===== src/sv/drc_pkg.sv =====
// shared types, constants and a helper for the discovery reply table
`timescale 1ns / 1ps
`default_nettype none
package drc_pkg;

    localparam int TABLE_ENTRIES = 16;
    localparam int MAX_DATAGRAM  = 64;
    localparam int MIN_REPLY     = 10;
    localparam int IDX_W = (TABLE_ENTRIES > 1) ? $clog2(TABLE_ENTRIES) : 1;
    localparam int POS_W = $clog2(MAX_DATAGRAM + 1);

    localparam logic [1:0] CFG_VERSION  = 2'd0;
    localparam logic [1:0] CFG_INTERVAL = 2'd1;
    localparam logic [1:0] CFG_FORGET   = 2'd2;

    localparam logic [7:0]  RST_VERSION  = 8'd1;
    localparam logic [15:0] RST_INTERVAL = 16'd1000;
    localparam logic [15:0] RST_FORGET   = 16'd4000;

    localparam logic [2:0] KIND_PROBE     = 3'd0;
    localparam logic [2:0] KIND_ADDED     = 3'd1;
    localparam logic [2:0] KIND_REFRESHED = 3'd2;
    localparam logic [2:0] KIND_FORGOTTEN = 3'd3;
    localparam logic [2:0] KIND_REJECTED  = 3'd4;
    localparam logic [2:0] KIND_FULL      = 3'd5;

    typedef enum logic [2:0] {
        ST_IDLE,
        ST_REP_CHECK,
        ST_REP_SCAN,
        ST_REP_WRITE,
        ST_REP_EMIT,
        ST_TICK_SCAN,
        ST_TICK_FLUSH
    } t_state;

    typedef struct packed {
        logic        valid;
        logic [31:0] host;
        logic [15:0] port;
        logic [21:0] counts;
        logic [15:0] age;
    } t_entry;

    typedef struct packed {
        logic [2:0]  kind;
        logic [3:0]  slot;
        logic [31:0] host;
        logic [15:0] port;
        logic [21:0] counts;
        logic        last;
    } t_result;

    function automatic logic [7:0] magic_byte(input logic [1:0] p);
        logic [7:0] b;
        case (p)
            2'd0:    b = 8'h49;
            2'd1:    b = 8'h4E;
            2'd2:    b = 8'h46;
            default: b = 8'h52;
        endcase
        return b;
    endfunction

endpackage
`default_nettype wire


===== src/sv/drc_cell.sv =====
// one table entry cell of the rotating entry chain
`timescale 1ns / 1ps
`default_nettype none
module drc_cell (
    input  wire logic            i_clk,
    input  wire logic            i_rst_n,
    input  wire logic            i_shift,
    input  wire drc_pkg::t_entry i_entry,
    output drc_pkg::t_entry      o_entry
);

    logic            r_valid;
    drc_pkg::t_entry r_data;

    always_ff @(posedge i_clk) begin
        if (!i_rst_n) begin
            r_valid <= 1'b0;
        end else if (i_shift) begin
            r_valid <= i_entry.valid;
        end
    end

    always_ff @(posedge i_clk) begin
        if (i_shift) begin
            r_data <= i_entry;
        end
    end

    always_comb begin
        o_entry       = r_data;
        o_entry.valid = r_valid;
    end

endmodule
`default_nettype wire


===== src/sv/discovery_reply_table_with_aging.sv =====
// top level: reply parser, controller and chain of table cells
// a non-final byte is taken in idle; a final byte runs a check, then a scan pass
// and a write pass round the cell chain, then emits; rejects go from check to emit
// a tick runs a scan pass and a flush, one chain rotation per cycle unless output stalls
// one item at a time; the result register lets the next item enter while a word waits
// synchronous active-low reset empties the table, sets probe due and clears the parser
`timescale 1ns / 1ps
`default_nettype none
module discovery_reply_table_with_aging (
    input  wire logic        i_clk,
    input  wire logic        i_rst_n,
    input  wire logic        i_cfg_valid,
    output logic             o_cfg_ready,
    input  wire logic [1:0]  i_cfg_index,
    input  wire logic [15:0] i_cfg_data,
    input  wire logic        i_in_valid,
    output logic             o_in_ready,
    input  wire logic        i_cmd,
    input  wire logic [7:0]  i_data_byte,
    input  wire logic [31:0] i_source_addr,
    input  wire logic        i_last_byte,
    input  wire logic [15:0] i_elapsed_ms,
    output logic             o_out_valid,
    input  wire logic        i_out_ready,
    output logic [2:0]       o_kind,
    output logic [3:0]       o_slot,
    output logic [31:0]      o_host_addr,
    output logic [15:0]      o_game_port,
    output logic [7:0]       o_humans,
    output logic [7:0]       o_capacity,
    output logic [5:0]       o_name_length,
    output logic             o_last
);

    localparam int N = drc_pkg::TABLE_ENTRIES;
    localparam int IW = drc_pkg::IDX_W;
    localparam int PW = drc_pkg::POS_W;

    drc_pkg::t_state  r_state, n_state;
    logic [7:0]       r_version;
    logic [15:0]      r_interval, r_forget, r_timer, r_dt;
    logic [PW-1:0]    r_pos;
    logic [7:0]       r_held [6];
    logic             r_magic_bad;
    logic [31:0]      r_src;
    logic             r_rep_ok;
    logic [15:0]      r_rep_port;
    logic [21:0]      r_rep_counts;
    logic             r_found, r_free_v;
    logic [IW-1:0]    r_hit, r_free, r_idx;
    logic             r_pend_v, r_out_v;
    drc_pkg::t_result r_pend, r_out;

    drc_pkg::t_entry  ents [N];
    drc_pkg::t_entry  head, head_in;
    logic             shift, load_out, out_free, accept, idx_last;
    logic             forget, tick_step, do_write, chk_ok;
    logic [16:0]      age_sum, tim_sum;
    logic [15:0]      age_sat, tim_sat;
    logic [IW-1:0]    target;
    drc_pkg::t_result out_next, rep_result, forgot_result;
    logic [7:0]       room, name_clip;

    genvar g;
    generate
        for (g = 0; g < N; g++) begin : g_cell
            drc_pkg::t_entry cin;
            if (g == N - 1) begin : g_tail
                assign cin = head_in;
            end else begin : g_mid
                assign cin = ents[g+1];
            end
            drc_cell u_cell (
                .i_clk   (i_clk),
                .i_rst_n (i_rst_n),
                .i_shift (shift),
                .i_entry (cin),
                .o_entry (ents[g])
            );
        end
    endgenerate

    assign head        = ents[0];
    assign o_cfg_ready = 1'b1;
    assign o_in_ready  = (r_state == drc_pkg::ST_IDLE);
    assign accept      = i_in_valid && o_in_ready;
    assign out_free    = !r_out_v || i_out_ready;
    assign idx_last    = (r_idx == IW'(N - 1));

    assign age_sum   = {1'b0, head.age} + {1'b0, r_dt};
    assign age_sat   = age_sum[16] ? 16'hFFFF : age_sum[15:0];
    assign forget    = head.valid && (age_sat > r_forget);
    assign tick_step = !forget || !r_pend_v || out_free;
    assign tim_sum   = {1'b0, r_timer} + {1'b0, i_elapsed_ms};
    assign tim_sat   = tim_sum[16] ? 16'hFFFF : tim_sum[15:0];

    assign room      = 8'(r_pos) - 8'(drc_pkg::MIN_REPLY);
    assign name_clip = (r_held[5] > room) ? room : r_held[5];
    assign chk_ok    = (r_pos >= PW'(drc_pkg::MIN_REPLY)) && !r_magic_bad
                       && (r_held[0] == r_version);

    assign do_write = r_found || r_free_v;
    assign target   = r_found ? r_hit : r_free;

    always_comb begin
        rep_result.host   = r_src;
        rep_result.port   = r_rep_port;
        rep_result.counts = r_rep_counts;
        rep_result.last   = 1'b1;
        rep_result.slot   = 4'(target);
        if (!r_rep_ok) begin
            rep_result.kind   = drc_pkg::KIND_REJECTED;
            rep_result.slot   = 4'd0;
            rep_result.port   = 16'd0;
            rep_result.counts = 22'd0;
        end else if (r_found) begin
            rep_result.kind = drc_pkg::KIND_REFRESHED;
        end else if (r_free_v) begin
            rep_result.kind = drc_pkg::KIND_ADDED;
        end else begin
            rep_result.kind = drc_pkg::KIND_FULL;
            rep_result.slot = 4'd0;
        end
        forgot_result.kind   = drc_pkg::KIND_FORGOTTEN;
        forgot_result.slot   = 4'(r_idx);
        forgot_result.host   = head.host;
        forgot_result.port   = head.port;
        forgot_result.counts = head.counts;
        forgot_result.last   = 1'b0;
    end

    always_comb begin
        n_state = r_state;
        case (r_state)
            drc_pkg::ST_IDLE: begin
                if (accept) begin
                    if (i_cmd) begin
                        n_state = drc_pkg::ST_TICK_SCAN;
                    end else if (i_last_byte) begin
                        n_state = drc_pkg::ST_REP_CHECK;
                    end
                end
            end
            drc_pkg::ST_REP_CHECK: begin
                n_state = chk_ok ? drc_pkg::ST_REP_SCAN : drc_pkg::ST_REP_EMIT;
            end
            drc_pkg::ST_REP_SCAN: begin
                if (idx_last) n_state = drc_pkg::ST_REP_WRITE;
            end
            drc_pkg::ST_REP_WRITE: begin
                if (idx_last) n_state = drc_pkg::ST_REP_EMIT;
            end
            drc_pkg::ST_REP_EMIT: begin
                if (out_free) n_state = drc_pkg::ST_IDLE;
            end
            drc_pkg::ST_TICK_SCAN: begin
                if (tick_step && idx_last) n_state = drc_pkg::ST_TICK_FLUSH;
            end
            drc_pkg::ST_TICK_FLUSH: begin
                if (!r_pend_v || out_free) n_state = drc_pkg::ST_IDLE;
            end
            default: n_state = drc_pkg::ST_IDLE;
        endcase
    end

    always_comb begin
        shift         = 1'b0;
        head_in       = head;
        load_out      = 1'b0;
        out_next      = r_pend;
        out_next.last = 1'b0;
        case (r_state)
            drc_pkg::ST_REP_SCAN: shift = 1'b1;
            drc_pkg::ST_REP_WRITE: begin
                shift = 1'b1;
                if (do_write && (r_idx == target)) begin
                    head_in.valid  = 1'b1;
                    head_in.host   = r_src;
                    head_in.port   = r_rep_port;
                    head_in.counts = r_rep_counts;
                    head_in.age    = 16'd0;
                end
            end
            drc_pkg::ST_REP_EMIT: begin
                load_out = out_free;
                out_next = rep_result;
            end
            drc_pkg::ST_TICK_SCAN: begin
                if (tick_step) begin
                    shift       = 1'b1;
                    head_in.age = age_sat;
                    if (forget) begin
                        head_in.valid = 1'b0;
                        load_out      = r_pend_v;
                    end
                end
            end
            drc_pkg::ST_TICK_FLUSH: begin
                load_out      = r_pend_v && out_free;
                out_next.last = 1'b1;
            end
            default: ;
        endcase
    end

    always_ff @(posedge i_clk) begin
        if (!i_rst_n) begin
            r_state     <= drc_pkg::ST_IDLE;
            r_version   <= drc_pkg::RST_VERSION;
            r_interval  <= drc_pkg::RST_INTERVAL;
            r_forget    <= drc_pkg::RST_FORGET;
            r_timer     <= 16'hFFFF;
            r_pos       <= '0;
            r_magic_bad <= 1'b0;
            r_idx       <= '0;
            r_pend_v    <= 1'b0;
            r_out_v     <= 1'b0;
            for (int j = 0; j < 6; j++) r_held[j] <= 8'd0;
        end else begin
            r_state <= n_state;
            if (i_cfg_valid) begin
                case (i_cfg_index)
                    drc_pkg::CFG_VERSION:  r_version  <= i_cfg_data[7:0];
                    drc_pkg::CFG_INTERVAL: r_interval <= i_cfg_data;
                    drc_pkg::CFG_FORGET:   r_forget   <= i_cfg_data;
                    default: ;
                endcase
            end
            if (accept && !i_cmd && (r_pos < PW'(drc_pkg::MAX_DATAGRAM))) begin
                if (r_pos < PW'(4)) begin
                    if (i_data_byte != drc_pkg::magic_byte(r_pos[1:0])) r_magic_bad <= 1'b1;
                end
                for (int j = 0; j < 6; j++) begin
                    if (r_pos == PW'(j + 4)) r_held[j] <= i_data_byte;
                end
                r_pos <= r_pos + PW'(1);
            end
            if (accept && i_cmd) begin
                if (tim_sat >= r_interval) begin
                    r_timer  <= 16'd0;
                    r_pend_v <= 1'b1;
                end else begin
                    r_timer  <= tim_sat;
                    r_pend_v <= 1'b0;
                end
            end
            if (r_state == drc_pkg::ST_REP_CHECK) begin
                r_pos       <= '0;
                r_magic_bad <= 1'b0;
                for (int j = 0; j < 6; j++) r_held[j] <= 8'd0;
            end
            if (shift) r_idx <= idx_last ? '0 : r_idx + IW'(1);
            if (r_state == drc_pkg::ST_TICK_SCAN && shift && forget) r_pend_v <= 1'b1;
            if (r_state == drc_pkg::ST_TICK_FLUSH && out_free) r_pend_v <= 1'b0;
            if (load_out) begin
                r_out_v <= 1'b1;
            end else if (i_out_ready) begin
                r_out_v <= 1'b0;
            end
        end
    end

    always_ff @(posedge i_clk) begin
        if (accept) begin
            r_src <= i_source_addr;
            r_dt  <= i_elapsed_ms;
        end
        if (accept && i_cmd) begin
            r_pend <= '{kind: drc_pkg::KIND_PROBE, default: '0};
        end
        if (r_state == drc_pkg::ST_TICK_SCAN && shift && forget) r_pend <= forgot_result;
        if (r_state == drc_pkg::ST_REP_CHECK) begin
            r_rep_ok     <= chk_ok;
            r_rep_port   <= {r_held[2], r_held[1]};
            r_rep_counts <= {name_clip[5:0], r_held[4], r_held[3]};
            r_found      <= 1'b0;
            r_free_v     <= 1'b0;
        end
        if (r_state == drc_pkg::ST_REP_SCAN) begin
            if (head.valid && head.host == r_src && head.port == r_rep_port && !r_found) begin
                r_found <= 1'b1;
                r_hit   <= r_idx;
            end
            if (!head.valid && !r_free_v) begin
                r_free_v <= 1'b1;
                r_free   <= r_idx;
            end
        end
        if (load_out) r_out <= out_next;
    end

    assign o_out_valid   = r_out_v;
    assign o_kind        = r_out.kind;
    assign o_slot        = r_out.slot;
    assign o_host_addr   = r_out.host;
    assign o_game_port   = r_out.port;
    assign o_humans      = r_out.counts[7:0];
    assign o_capacity    = r_out.counts[15:8];
    assign o_name_length = r_out.counts[21:16];
    assign o_last        = r_out.last;

`ifndef NO_ASSERTIONS
    a_idle_no_pend: assert property (@(posedge i_clk) disable iff (!i_rst_n)
        r_state == drc_pkg::ST_IDLE |-> !r_pend_v && r_idx == '0)
        else $error("pending result or chain position left over in idle");
    a_reply_last: assert property (@(posedge i_clk) disable iff (!i_rst_n)
        (r_state == drc_pkg::ST_REP_EMIT && out_free) |=> o_out_valid && o_last)
        else $error("reply result not delivered as final word");
    a_scan_wraps: assert property (@(posedge i_clk) disable iff (!i_rst_n)
        (r_state == drc_pkg::ST_REP_SCAN && idx_last) |=> r_state == drc_pkg::ST_REP_WRITE
        && r_idx == '0)
        else $error("scan pass did not wrap the chain");
    a_flush_last: assert property (@(posedge i_clk) disable iff (!i_rst_n)
        (r_state == drc_pkg::ST_TICK_FLUSH && r_pend_v && out_free) |=> o_last)
        else $error("tick ended without final flag");
`endif

endmodule
`default_nettype wire

===== config.mk =====
export PLATFORM = sky130hd
export DESIGN_NAME = discovery_reply_table_with_aging
export DESIGN_NICKNAME = d
export VERILOG_FILES = /design/src/sv/drc_pkg.sv /design/src/sv/drc_cell.sv /design/src/sv/discovery_reply_table_with_aging.sv
export SDC_FILE = /design/constraint.sdc
export NUM_CORES = 2
export LEC_CHECK = 0
export ABC_AREA = 1
export BUFFER_PORTS_ARGS = -buffer_cell sky130_fd_sc_hd__clkbuf_2
export CORE_MARGIN = 1.5
export CORE_UTILIZATION = 32
export CTS_CLUSTER_DIAMETER = 50
export DETAILED_ROUTE_END_ITERATION = 7
export GPL_TIMING_DRIVEN = 0
export PLACE_DENSITY = 0.5
export SYNTH_ARGS = -nofsm -noshare
export SYNTH_HDL_FRONTEND = slang
export SYNTH_SLANG_ARGS = --single-unit

===== constraint.sdc =====
create_clock -name i_clk -period 52.6 [get_ports i_clk]
set_input_delay 2.63 -clock i_clk [delete_from_list [all_inputs] [get_ports i_clk]]
set_output_delay 2.63 -clock i_clk [all_outputs]
set_load 0.1 [all_outputs]

==> impl_metrics.env <==
export IMPL_synth_flop_cell="edfxtp_1"
export IMPL_synthesis_area_mm2=0.06120
export IMPL_root_buffer="clkbuf_16"
export IMPL_final_area_mm2=0.07147
export IMPL_cts_buffers=179
export IMPL_grt_pass1_vias=27750
export IMPL_skew_ps=23.39
export IMPL_holdBufCountCts=0
export IMPL_yosysSeqAreaShare=0.8500
export IMPL_synth_edf_count=1671
export IMPL_post_cts_buffers=0
export IMPL_crit_required_ps=53010
export IMPL_syn_nets=3749
export IMPL_nets=4105
export IMPL_io_pin_count=162
export IMPL_max_stage_delay_ps=560
export IMPL_maxCapViolations=0
export IMPL_powerDensity_mw_per_mm2=60.12
export IMPL_grt_max_degree=190
export IMPL_arrival_ps=6520
export IMPL_gr_total_overflow=0
export IMPL_multi_input_area_mm2=0.007645
export IMPL_path_cells="ha_1 > fa_1 > nand3_1 > nand2_1 > inv_1 > o21ai_2 > a21oi_2 > nand2_1 > nor2_1 > inv_1 > ha_1 > nand2_1 > nor3_1 > nand3_1 > nand4_1 > nand2_1 > nand2_1 > buf_12 > buf_16 > buf_16"
export IMPL_slowest_stage="buf_16"
export IMPL_io_buffers=160
export IMPL_relSlewSlack=0.1666
export IMPL_finalCriticalPeriod_ps=6110
export IMPL_rsz0062_at_grt="false"
export IMPL_whs_path_depth=0
export IMPL_finalWirelength_um=122700
export IMPL_core_area_mm2=0.1900
export IMPL_finalSetupTns_ps=0
export IMPL_start_util=0.3221
export IMPL_grt_use_total=0.1250
export IMPL_yosys_area_top_type="edfxtp_1"
export IMPL_wire_per_inst_um=18.55
export IMPL_leakage_nw=25.06
export IMPL_clk_latency_ps=800
export IMPL_synthArstFlopShare=0
export IMPL_fp_dieW_um=440.3
export IMPL_nFillCells=17540
export IMPL_synth_area_leaders="edfxtp_1 (82%), dfxtp_1 (3.0%), nand2_1 (2.9%), inv_1 (1.8%), ha_1 (1.7%)"
export IMPL_crit_cells=20
export IMPL_path_delay_family="simple AND/OR/NAND/NOR gates"
export IMPL_post_drt_via_cell_ratio=4.396
export IMPL_ff_latch_area_mm2=0.05202
export IMPL_drt_iter0_markers=2683
export IMPL_period_share=0.1162
export IMPL_tightest_slew_ps=1237
export IMPL_placed_area_mm2=0.06556
export IMPL_fp_dieArea_mm2=0.1939
export IMPL_critPathKind="flop to flop"
export IMPL_hpwlAfterDp_um=82250
export IMPL_yosys_warnings=0
export IMPL_ys_types=51
export IMPL_r2r_setup_slack_ps=46490
export IMPL_h_tree_depth=4
export IMPL_grt_pass1_wl_um=178600
export IMPL_hold_class="flop to flop"
export IMPL_timing_critical_path_mode_cell="nand2_1"
export IMPL_synth_top_area_frac=0.8199
export IMPL_fp_dieH_um=440.3
export IMPL_slew_violations=0
export IMPL_antenna_found_initial=34
export IMPL_cts_tree="done"
export IMPL_clk_path_buf_depth=3
export IMPL_rows=160
export IMPL_layout_commonest_cell="edfxtp_1"
export IMPL_reg2regPathDepth=20
export IMPL_clock_fmax_mhz=163.7
export IMPL_cp_start_kind="flop"
export IMPL_ys_ff_latch=1763
export IMPL_synthToLayoutAreaGrowth_pct=16.78
export IMPL_post_route_util=0.3762
export IMPL_ir_drop_mv=0.03888
export IMPL_hold_violations=0
export IMPL_clk_pin_slew_ps=60
export IMPL_post_synth_inst_count=3585
export IMPL_drcViolationCount=0
export IMPL_antenna_left=0
export IMPL_first_pass_iters=5
export IMPL_syn_area_per_cell_um2=17.07
export IMPL_layout_common_cells="edfxtp_1 (1671), nand2_1 (468), inv_1 (296)"
export IMPL_vias=29080
export IMPL_setup_viol=0
export IMPL_cts_resized=0
export IMPL_cp_max_fo=181
export IMPL_outcome="completed"
export IMPL_critPathBufInv=5
export IMPL_drive_gt1_frac=0.1374
export IMPL_end_kind="flop"
export IMPL_gp_congestion=0.8262
export IMPL_clock_sinks=1763
## flip-flops by register name, indices dropped and copies added, names as in the netlist, 22 cells and up
register / flops
g_cell.u_cell.o_entry: 1376
r_pend: 75
r_held: 48
o_host_addr: 32
r_src: 32
r_rep_counts: 22
## synthesized netlist by cell type (2+ instances only)
cell type / count
a21boi_0: 2
ha_1: 81
buf_2: 12
o2111ai_1: 4
edfxtp_1: 1671
nor4_1: 13
dfxtp_1: 92
a21oi_1: 120
buf_6: 14
fa_1: 2
a31oi_1: 4
o211ai_1: 20
o21ai_1: 14
inv_2: 8
nor2_4: 2
nand3b_1: 4
a21oi_2: 3
o21ai_2: 61
nand3_1: 97
o31ai_1: 2
o22ai_1: 10
buf_4: 6
xnor2_1: 12
inv_1: 296
a21o_1: 7
nor2_2: 5
o21ai_0: 162
clkbuf_1: 42
a211oi_1: 5
xor2_1: 22
or2_2: 11
o21bai_1: 2
nand2_1: 469
nand4_1: 32
nor3_1: 19
nor2_1: 244
## report_power, final
group	leakage, nW	internal [mW]	switching [mW]	total, mW
sequential	16.3	2.18	0.146	2.32
combinational	5.91	0.141	0.571	0.712
clock	2.86	0.727	0.534	1.26
## area by class of cell
cell class / count / share of cell area
buffer: 75 / 0.006145
timing repair buffer: 175 / 0.01635
sequential: 1763 / 0.7278
multi-input combinational: 1442 / 0.1070
antenna: 8 / 0.0002801
tap: 2511 / 0.04396
clock buffer: 229 / 0.06603
clock inverter: 108 / 0.01644
inverter: 305 / 0.01602
## final timing paths
check / endpoint / startpoint
setup reg to reg: g_cell[11].u_cell.o_entry[35] / g_cell[0].u_cell.o_entry[0]
hold reg to reg: g_cell[0].u_cell.o_entry[15] / g_cell[1].u_cell.o_entry[15]
hold / removal: g_cell[0].u_cell.o_entry[15] / g_cell[1].u_cell.o_entry[15]
setup / recovery: g_cell[11].u_cell.o_entry[35] / g_cell[0].u_cell.o_entry[0]
## per-layer routing
| metal | GRT usage | vias up | wire (um) |
|---|---|---|---|
| li1 | - | 13840 | - |
| met5 | 0 | - | 0 |
| met4 | 0.04004 | 0 | 3334 |
| met2 | 0.1924 | 623 | 56600 |
| met1 | 0.1773 | 14380 | 56920 |
| met3 | 0.02525 | 244 | 5892 |
## through the flow
stage               hold WS (ps)  power, mW  std cells  worst slack, ps
finish                     406.1      4.297       6616            46490
CTS                        405.2      4.360       6608            46440
detailed placement         404.5      3.076       6271            45780
global placement           400.2      3.395       6256            25830
floorplan                  400.3      3.035       3585            32660
global route               412.1      4.509       6611            45980
## cells by family after synthesis
| logic type | after synthesis | share of synthesized area |
|---|---|---|
| AOI/OAI and AO/OA | 422 | 0.04101 |
| xor gates and xnor gates | 34 | 0.004865 |
| adders and majority gates | 83 | 0.01721 |
| buffers and inverters | 380 | 0.02564 |
| DFF | 1763 | 0.8500 |
| other | 1 | 0.00006127 |
| and+or+nand+nor | 902 | 0.06125 |
Power figures use the tool's default switching activity.
